--- config.mk ---
export PLATFORM = sky130hd
export DESIGN_NAME = rotary_encoder_and_button_qualifier
export DESIGN_NICKNAME = d
export VERILOG_FILES = /design/src/rebq_pkg.sv /design/src/rebq_hold.sv /design/src/rotary_encoder_and_button_qualifier.sv
export SDC_FILE = /design/constraint.sdc
export NUM_CORES = 1
export LEC_CHECK = 0
export ABC_AREA = 1
export CELL_PAD_IN_SITES_DETAIL_PLACEMENT = 1
export CELL_PAD_IN_SITES_GLOBAL_PLACEMENT = 2
export CORE_ASPECT_RATIO = 1.4
export CORE_MARGIN = 8
export CORE_UTILIZATION = 40
export DETAILED_ROUTE_END_ITERATION = 10
export DONT_BUFFER_PORTS = 1
export HOLD_SLACK_MARGIN = 0.05
export PLACE_DENSITY = 0.95
export SLEW_MARGIN = 25
export SYNTH_ARGS = -nofsm -noshare
export SYNTH_HDL_FRONTEND = slang
export SYNTH_SLANG_ARGS = --single-unit
--- constraint.sdc ---
create_clock -name aclk -period 8.87 [get_ports aclk]
set_input_delay 0.4435 -clock aclk [delete_from_list [all_inputs] [get_ports aclk]]
set_output_delay 0.4435 -clock aclk [all_outputs]
set_load 0.05 [all_outputs]
--- src/rebq_pkg.sv ---
// package: shared types, register indexes and constants of the rotary encoder and button qualifier
package rebq_pkg;

    typedef struct packed {
        logic clk_level;
        logic dt_level;
        logic button_level;
        logic ack_cw;
        logic ack_ccw;
    } in_t;

    typedef struct packed {
        logic       cw_pending;
        logic       ccw_pending;
        logic [1:0] press_class;
    } out_t;

    typedef struct packed {
        logic [15:0] full;
        logic [15:0] half;
        logic [15:0] min;
    } thresh_t;

    typedef enum logic [2:0] {
        REG_DIRECTION_SWAP   = 3'd0,
        REG_FILTER_ROOF      = 3'd1,
        REG_FILTER_THRESHOLD = 3'd2,
        REG_PRESCALE_RELOAD  = 3'd3,
        REG_THRESH_FULL      = 3'd4,
        REG_THRESH_HALF      = 3'd5,
        REG_THRESH_MIN       = 3'd6
    } cfg_index_t;

    typedef enum logic [1:0] {
        CLASS_NONE = 2'd0,
        CLASS_MIN  = 2'd1,
        CLASS_HALF = 2'd2,
        CLASS_FULL = 2'd3
    } press_class_t;

    localparam int CFG_DATA_W = 16;

    localparam logic        RST_DIRECTION_SWAP   = 1'b0;
    localparam logic [7:0]  RST_FILTER_ROOF      = 8'd10;
    localparam logic [7:0]  RST_FILTER_THRESHOLD = 8'd3;
    localparam logic [7:0]  RST_PRESCALE_RELOAD  = 8'd5;
    localparam logic [15:0] RST_THRESH_FULL      = 16'd1000;
    localparam logic [15:0] RST_THRESH_HALF      = 16'd100;
    localparam logic [15:0] RST_THRESH_MIN       = 16'd5;

    localparam int DECAY_BIG_ABOVE = 50;
    localparam int DECAY_BIG       = 50;
    localparam int DECAY_MID_ABOVE = 10;
    localparam int DECAY_MID       = 5;

    // saturating up/down integrator, holds above the roof on a high pin
    function automatic logic [7:0] integrate(input logic [7:0] acc, input logic pin,
                                             input logic [7:0] roof);
        logic [7:0] res;
        res = acc;
        if (pin) begin
            if (acc < roof) begin
                res = acc + 8'd1;
            end
        end else if (acc != 8'd0) begin
            res = acc - 8'd1;
        end
        return res;
    endfunction

endpackage

--- src/rebq_hold.sv ---
// button hold counter with banded decay and press classification
module rebq_hold #(
    parameter int HOLD_WIDTH = 16
) (
    input  logic                   aclk,
    input  logic                   aresetn,
    input  logic                   update,
    input  logic                   pressed,
    input  rebq_pkg::thresh_t      thresh,
    output rebq_pkg::press_class_t press_class_next
);

    localparam int CMP_W = (HOLD_WIDTH > 16) ? HOLD_WIDTH : 16;

    localparam logic [HOLD_WIDTH-1:0] HOLD_MAX  = {HOLD_WIDTH{1'b1}};
    localparam logic [HOLD_WIDTH-1:0] BIG_ABOVE = HOLD_WIDTH'(rebq_pkg::DECAY_BIG_ABOVE);
    localparam logic [HOLD_WIDTH-1:0] BIG_STEP  = HOLD_WIDTH'(rebq_pkg::DECAY_BIG);
    localparam logic [HOLD_WIDTH-1:0] MID_ABOVE = HOLD_WIDTH'(rebq_pkg::DECAY_MID_ABOVE);
    localparam logic [HOLD_WIDTH-1:0] MID_STEP  = HOLD_WIDTH'(rebq_pkg::DECAY_MID);
    localparam logic [HOLD_WIDTH-1:0] ONE       = HOLD_WIDTH'(1);

    logic [HOLD_WIDTH-1:0] hold_reg;
    logic [HOLD_WIDTH-1:0] hold_calc;
    logic [HOLD_WIDTH-1:0] hold_next;
    logic [CMP_W-1:0]      hold_ext;

    always_comb begin
        hold_calc = hold_reg;
        priority if (pressed) begin
            if (hold_reg != HOLD_MAX) begin
                hold_calc = hold_reg + ONE;
            end
        end else if (hold_reg > BIG_ABOVE) begin
            hold_calc = hold_reg - BIG_STEP;
        end else if (hold_reg > MID_ABOVE) begin
            hold_calc = hold_reg - MID_STEP;
        end else if (hold_reg != '0) begin
            hold_calc = hold_reg - ONE;
        end
    end

    assign hold_next = update ? hold_calc : hold_reg;
    assign hold_ext  = CMP_W'(hold_next);

    always_comb begin
        priority if (hold_ext > CMP_W'(thresh.full)) begin
            press_class_next = rebq_pkg::CLASS_FULL;
        end else if (hold_ext > CMP_W'(thresh.half)) begin
            press_class_next = rebq_pkg::CLASS_HALF;
        end else if (hold_ext > CMP_W'(thresh.min)) begin
            press_class_next = rebq_pkg::CLASS_MIN;
        end else begin
            press_class_next = rebq_pkg::CLASS_NONE;
        end
    end

    always_ff @(posedge aclk) begin
        if (!aresetn) begin
            hold_reg <= '0;
        end else begin
            hold_reg <= hold_next;
        end
    end

endmodule

--- src/rotary_encoder_and_button_qualifier.sv ---
// top level: encoder filtering, step flags, prescaler, result register and config registers
// the result of an accepted input transaction is registered into m_valid/m_data
// throughput: 1 transaction per cycle unless m_ready stalls the single result register
// s_ready stays high while the result register is empty or being taken this cycle
// reset (aresetn low, synchronous): filter state, flags, prescaler and hold count clear,
// config registers return to their defaults, no result is pending
module rotary_encoder_and_button_qualifier #(
    parameter int HOLD_WIDTH = 16
) (
    input  logic                            aclk,
    input  logic                            aresetn,
    input  logic                            s_valid,
    output logic                            s_ready,
    input  rebq_pkg::in_t                   s_data,
    output logic                            m_valid,
    input  logic                            m_ready,
    output rebq_pkg::out_t                  m_data,
    input  logic                            cfg_valid,
    output logic                            cfg_ready,
    input  rebq_pkg::cfg_index_t            cfg_addr,
    input  logic [rebq_pkg::CFG_DATA_W-1:0] cfg_data
);

    logic              direction_swap_reg;
    logic [7:0]        filter_roof_reg;
    logic [7:0]        filter_threshold_reg;
    logic [7:0]        prescale_reload_reg;
    rebq_pkg::thresh_t thresh_reg;

    logic [7:0]        clk_int_reg,  clk_int_next;
    logic [7:0]        dt_int_reg,   dt_int_next;
    logic              last_qclk_reg;
    logic              cw_flag_reg,  cw_flag_next;
    logic              ccw_flag_reg, ccw_flag_next;
    logic [7:0]        prescale_cnt_reg, prescale_cnt_next;

    logic              m_valid_reg;
    rebq_pkg::out_t    m_data_reg;

    logic                   s_fire;
    logic                   qclk;
    logic                   qdt;
    logic                   edge_fire;
    logic                   clockwise;
    logic                   hold_update;
    rebq_pkg::press_class_t press_class_next;

    assign s_ready   = !m_valid_reg || m_ready;
    assign s_fire    = s_valid && s_ready;
    assign cfg_ready = 1'b1;
    assign m_valid   = m_valid_reg;
    assign m_data    = m_data_reg;

    // configuration registers
    always_ff @(posedge aclk) begin
        if (!aresetn) begin
            direction_swap_reg   <= rebq_pkg::RST_DIRECTION_SWAP;
            filter_roof_reg      <= rebq_pkg::RST_FILTER_ROOF;
            filter_threshold_reg <= rebq_pkg::RST_FILTER_THRESHOLD;
            prescale_reload_reg  <= rebq_pkg::RST_PRESCALE_RELOAD;
            thresh_reg.full      <= rebq_pkg::RST_THRESH_FULL;
            thresh_reg.half      <= rebq_pkg::RST_THRESH_HALF;
            thresh_reg.min       <= rebq_pkg::RST_THRESH_MIN;
        end else if (cfg_valid) begin
            unique case (cfg_addr)
                rebq_pkg::REG_DIRECTION_SWAP:   direction_swap_reg   <= cfg_data[0];
                rebq_pkg::REG_FILTER_ROOF:      filter_roof_reg      <= cfg_data[7:0];
                rebq_pkg::REG_FILTER_THRESHOLD: filter_threshold_reg <= cfg_data[7:0];
                rebq_pkg::REG_PRESCALE_RELOAD:  prescale_reload_reg  <= cfg_data[7:0];
                rebq_pkg::REG_THRESH_FULL:      thresh_reg.full      <= cfg_data[15:0];
                rebq_pkg::REG_THRESH_HALF:      thresh_reg.half      <= cfg_data[15:0];
                rebq_pkg::REG_THRESH_MIN:       thresh_reg.min       <= cfg_data[15:0];
                default: ;
            endcase
        end
    end

    // encoder filtering and step detection
    always_comb begin
        clk_int_next = rebq_pkg::integrate(clk_int_reg, s_data.clk_level, filter_roof_reg);
        dt_int_next  = rebq_pkg::integrate(dt_int_reg, s_data.dt_level, filter_roof_reg);
        qclk         = clk_int_next > filter_threshold_reg;
        qdt          = dt_int_next > filter_threshold_reg;
        edge_fire    = !last_qclk_reg && qclk;
        clockwise    = qdt ^ direction_swap_reg;
        // ack clears first, a new edge in the same transaction wins
        cw_flag_next  = (cw_flag_reg && !s_data.ack_cw) || (edge_fire && clockwise);
        ccw_flag_next = (ccw_flag_reg && !s_data.ack_ccw) || (edge_fire && !clockwise);
    end

    assign hold_update       = s_fire && (prescale_cnt_reg == 8'd0);
    assign prescale_cnt_next = (prescale_cnt_reg == 8'd0) ? prescale_reload_reg
                                                         : prescale_cnt_reg - 8'd1;

    rebq_hold #(
        .HOLD_WIDTH(HOLD_WIDTH)
    ) u_hold (
        .aclk             (aclk),
        .aresetn          (aresetn),
        .update           (hold_update),
        .pressed          (s_data.button_level),
        .thresh           (thresh_reg),
        .press_class_next (press_class_next)
    );

    always_ff @(posedge aclk) begin
        if (!aresetn) begin
            clk_int_reg      <= '0;
            dt_int_reg       <= '0;
            last_qclk_reg    <= 1'b0;
            cw_flag_reg      <= 1'b0;
            ccw_flag_reg     <= 1'b0;
            prescale_cnt_reg <= '0;
        end else if (s_fire) begin
            clk_int_reg      <= clk_int_next;
            dt_int_reg       <= dt_int_next;
            last_qclk_reg    <= qclk;
            cw_flag_reg      <= cw_flag_next;
            ccw_flag_reg     <= ccw_flag_next;
            prescale_cnt_reg <= prescale_cnt_next;
        end
    end

    // result register
    always_ff @(posedge aclk) begin
        if (!aresetn) begin
            m_valid_reg <= 1'b0;
        end else if (s_fire) begin
            m_valid_reg <= 1'b1;
        end else if (m_ready) begin
            m_valid_reg <= 1'b0;
        end
    end

    always_ff @(posedge aclk) begin
        if (s_fire) begin
            m_data_reg.cw_pending  <= cw_flag_next;
            m_data_reg.ccw_pending <= ccw_flag_next;
            m_data_reg.press_class <= press_class_next;
        end
    end

    a_result_after_accept: assert property (@(posedge aclk) disable iff (!aresetn)
        s_fire |=> m_valid)
        else $error("no result after an accepted transaction");

    a_ack_clears_cw: assert property (@(posedge aclk) disable iff (!aresetn)
        (s_fire && s_data.ack_cw && !(edge_fire && clockwise)) |=> !m_data.cw_pending)
        else $error("acknowledged clockwise step still pending");

    a_prescale_countdown: assert property (@(posedge aclk) disable iff (!aresetn)
        (s_fire && prescale_cnt_reg != 8'd0) |=>
            prescale_cnt_reg == $past(prescale_cnt_reg) - 8'd1)
        else $error("prescaler did not count down");

    a_state_holds_when_idle: assert property (@(posedge aclk) disable iff (!aresetn)
        !s_fire |=> ($stable(clk_int_reg) && $stable(cw_flag_reg) && $stable(ccw_flag_reg)))
        else $error("filter state changed without a transaction");

endmodule

==> key figures <==
Synthesis
  • Syn Std Cell Area: between 0.008 and 0.009 mm²
  • Syn Nets: 1,442
  • Yosys warns: 0
  • Cell count after synthesis: between 1,000 and 1,500
  • Seq/Total Area, Yosys: between 20% and 30%
  • Primary FF master, synth: dfxtp_1
  • Number of synthesized flops with an enable pin: 4
  • Unique masters post-synth: 48
  • FFs w/ async S/R, synth: 0%
  • Seq cells post-synth: between 100 and 150
  • Avg Cell Area, Syn: between 6 and 7 µm²

Setup path
  • Slowest CP cell: dfxtp_1
  • Critical Path AT: 3.80 ns
  • CP top delay family: simple AND/OR/NAND/NOR gates
  • Worst Path Required: 9.03 ns
  • Crit Path Max Fanout: 28
  • Crit-path cells: nand2_1, nand2_1, buf_4, inv_1, nand2_2, nor2_1, nand2_1, nand2_1, nand2_1, ha_1, a21oi_1, o21ai_0, nand2_1, o211ai_1, o32ai_1, nand2_1
  • Worst Path Buf+Inv: 2
  • Critical path type: flop to flop
  • CP dominant cell by count: nand2_1
  • Setup crit end kind: flop
  • Startpoint type of the worst setup path: flop
  • Crit path largest cell delay: ~0.64 ns

Layout
  • Layout Nets: ~1,400
  • Reg area: between 0.002 and 0.0025 mm²
  • Max reg flops: 48
  • Fill count: about 2,900
  • Share of cells above drive strength 1: approximately 6.2%
  • Area delta synth->final: 8.44%
  • Multi-input logic area: 0.00542 mm²
  • Utilization of the core after routing: between 40 and 50%
  • Non-Filler Instances: 1,603
  • Antenna Cells: 0

Floorplan
  • Die height: 192 µm
  • # IOs: 36
  • Die X: 142 µm
  • # rows: 64
  • Area of the core: 0.0218 mm²
  • Die ar.: roughly 0.027 mm²
  • Initial Util: about two fifths

Detailed routing
  • Via density: approximately 5.3
  • Post-route ant nets: 0
  • Initial drt markers: approximately 260
  • Vias: 8,546
  • Routed WL: 27,300 µm
  • DR pass1 iterations: 4
  • # DRC: 0
  • WL per Instance: between 15 and 20 µm

Global route
  • Vias in the first global route: slightly below 9,000
  • First-pass GRT wire length: 44,800 µm
  • Initial antenna violation count: 0
  • Largest net degree at the start of global routing: 85
  • Gr ovfl total: 0
  • All-layer global routing usage: 20.7%

STA
  • Rel. slew slack: about two fifths
  • Period utilization: between 40 and 50%
  • Worst slew pin tran: ~0.88 ns
  • F_max: between 200 and 300 MHz
  • Hold Violations, Final: 0
  • RSZ-0062 raised after global routing: false
  • Final Max Tran Viols: 0
  • Worst Skew: just under 0.01 ns
  • Setup violators final: 0
  • Setup TNS: 0 ns
  • Fin crit period: between 3 and 4 ns

Clock network
  • H-tree Lvls: 4
  • Register clock-pin slew on the reported worst setup and hold paths: about 0.060 ns
  • Setup bufs post-CTS: 0
  • Hold buffers post-CTS: 0
  • CTS tree: built
  • CTS root buffer: clkbuf_16
  • Clock Latency Late Sink: roughly 0.42 ns
  • CTS sink count: 121
  • Buffer depth of the longest clock path: 2
  • TritonCTS buffer count: 17
  • Post_cts resized: 0

Pwr
  • Power Density: ~260 mW/mm²
  • Leak: between 4 and 5 nW
  • Worst VDD drop: around 0.13 mV

Placement
  • Inst Count DP: about 1,600
  • Port bufs: 0
  • GP Congestion: a little under 0.9
  • Dpl hpwl: 20,700 µm

Run status
  • Status: finished, final reports clean

Hold path
  • Hold crit path type: input port to flop

Flow run
  • Max-cap violations: 0
## cells in the final DEF (no fill, tap or decap), types with 2 or more instances in the layout
cell / netlist / layout
a21oi_1: 129 / 129
a31oi_1: 3 / 3
and2_1: 3 / 3
buf_4: 2 / 4
bufinv_16: 0 / 3
clkbuf_16: 0 / 17
clkinv_1: 2 / 2
clkinv_2: 0 / 4
clkinv_4: 0 / 4
dfxtp_1: 117 / 117
edfxtp_1: 4 / 4
ha_1: 93 / 93
inv_1: 185 / 185
inv_2: 6 / 6
nand2_1: 298 / 298
nand2_2: 9 / 9
nand3_1: 94 / 94
nand3_2: 2 / 2
nand4_1: 22 / 22
nor2_1: 97 / 97
nor2_2: 7 / 7
nor2_4: 7 / 7
nor3_1: 11 / 11
nor3_2: 2 / 2
o211ai_1: 23 / 23
o21a_1: 5 / 5
o21ai_0: 97 / 97
o21ai_1: 2 / 2
o21bai_1: 2 / 2
or2_2: 2 / 2
xnor2_1: 6 / 6
xor2_1: 25 / 25
## cells in the mapped netlist (7+ instances only)
cell type	number	area (µm²)
a21oi_1	129	646
buf_6	8	90.1
nor2_1	97	364
nor2_2	7	43.8
nor3_1	11	55.1
o21ai_0	97	485
buf_2	8	40.0
inv_1	185	694
o211ai_1	23	173
clkbuf_1	32	120
dfxtp_1	117	2340
nand4_1	22	138
ha_1	93	1160
xor2_1	25	219
nand2_1	298	1120
nand3_1	94	470
nor2_4	7	78.8
nand2_2	9	56.3
## metal layers
metal	vias to the layer above	GRT usage, %	part of all wire [%]
met1	4123	20.2	38
met3	62	2.96	2.2
li1	4260	-	-
met4	0	9.86	4.1
met5	-	0	0
met2	101	41.5	56
## kinds of logic (layout without fill, tap and decap cells)
| family | Yosys count | count (layout) | synth area share, % |
|---|---|---|---|
| other | 1 | 1 | 0.0423 |
| buffers and inverters | 243 | 229 | 11.2 |
| AND/OR/NAND/NOR | 560 | 560 | 28.1 |
| AO/OA/AOI/OAI | 271 | 271 | 16.8 |
| XOR/XNOR | 31 | 31 | 3.06 |
| flip-flops | 121 | 121 | 27.8 |
| adder cells (fa/ha/maj) | 93 | 93 | 13.1 |
## through the flow
| stage | hold slack [ns] | power [W] | setup WS (ns) | cell area [µm²] |
|---|---|---|---|---|
| detailed placement | 0.454 | 0.00176 | 5.22 | 9000 |
| global route | 0.130 | 0.00269 | 4.88 | 9620 |
| CTS | 0.122 | 0.00251 | 5.19 | 9620 |
| global placement | 0.450 | 0.00173 | 5.31 | 9000 |
| finish | 0.156 | 0.00249 | 5.23 | 9620 |
| floorplan | 0.429 | 0.00151 | 5.58 | 8870 |
## power breakdown
group          internal, W  total, W  switching (W)
sequential        0.000603  0.000699      0.0000958
clock             0.000452  0.000733       0.000281
combinational     0.000368   0.00106       0.000692
## final cells by class
class	instances	share of cell area, %
Timing Repair Buffer	4	0.312
Clock inverter	14	1.80
Inverter	193	7.53
Tap cell	297	3.86
Sequential cell	121	25.6
Multi-Input combinational cell	956	56.3
Clock buffer	18	4.57
## path summary, 6_finish.rpt
kind | startpoint | cells past startpoint | endpoint | slack, ns
hold / removal | cfg_data[2] | 2 | prescale_reload_reg[2] | 0.16
setup reg to reg | m_valid | 16 | m_data[1] | 5.23
hold reg to reg | thresh_reg[20] | 2 | thresh_reg[20] | 0.46
setup / recovery | m_valid | 16 | m_data[1] | 5.23
Power figures use the tool's default switching activity.
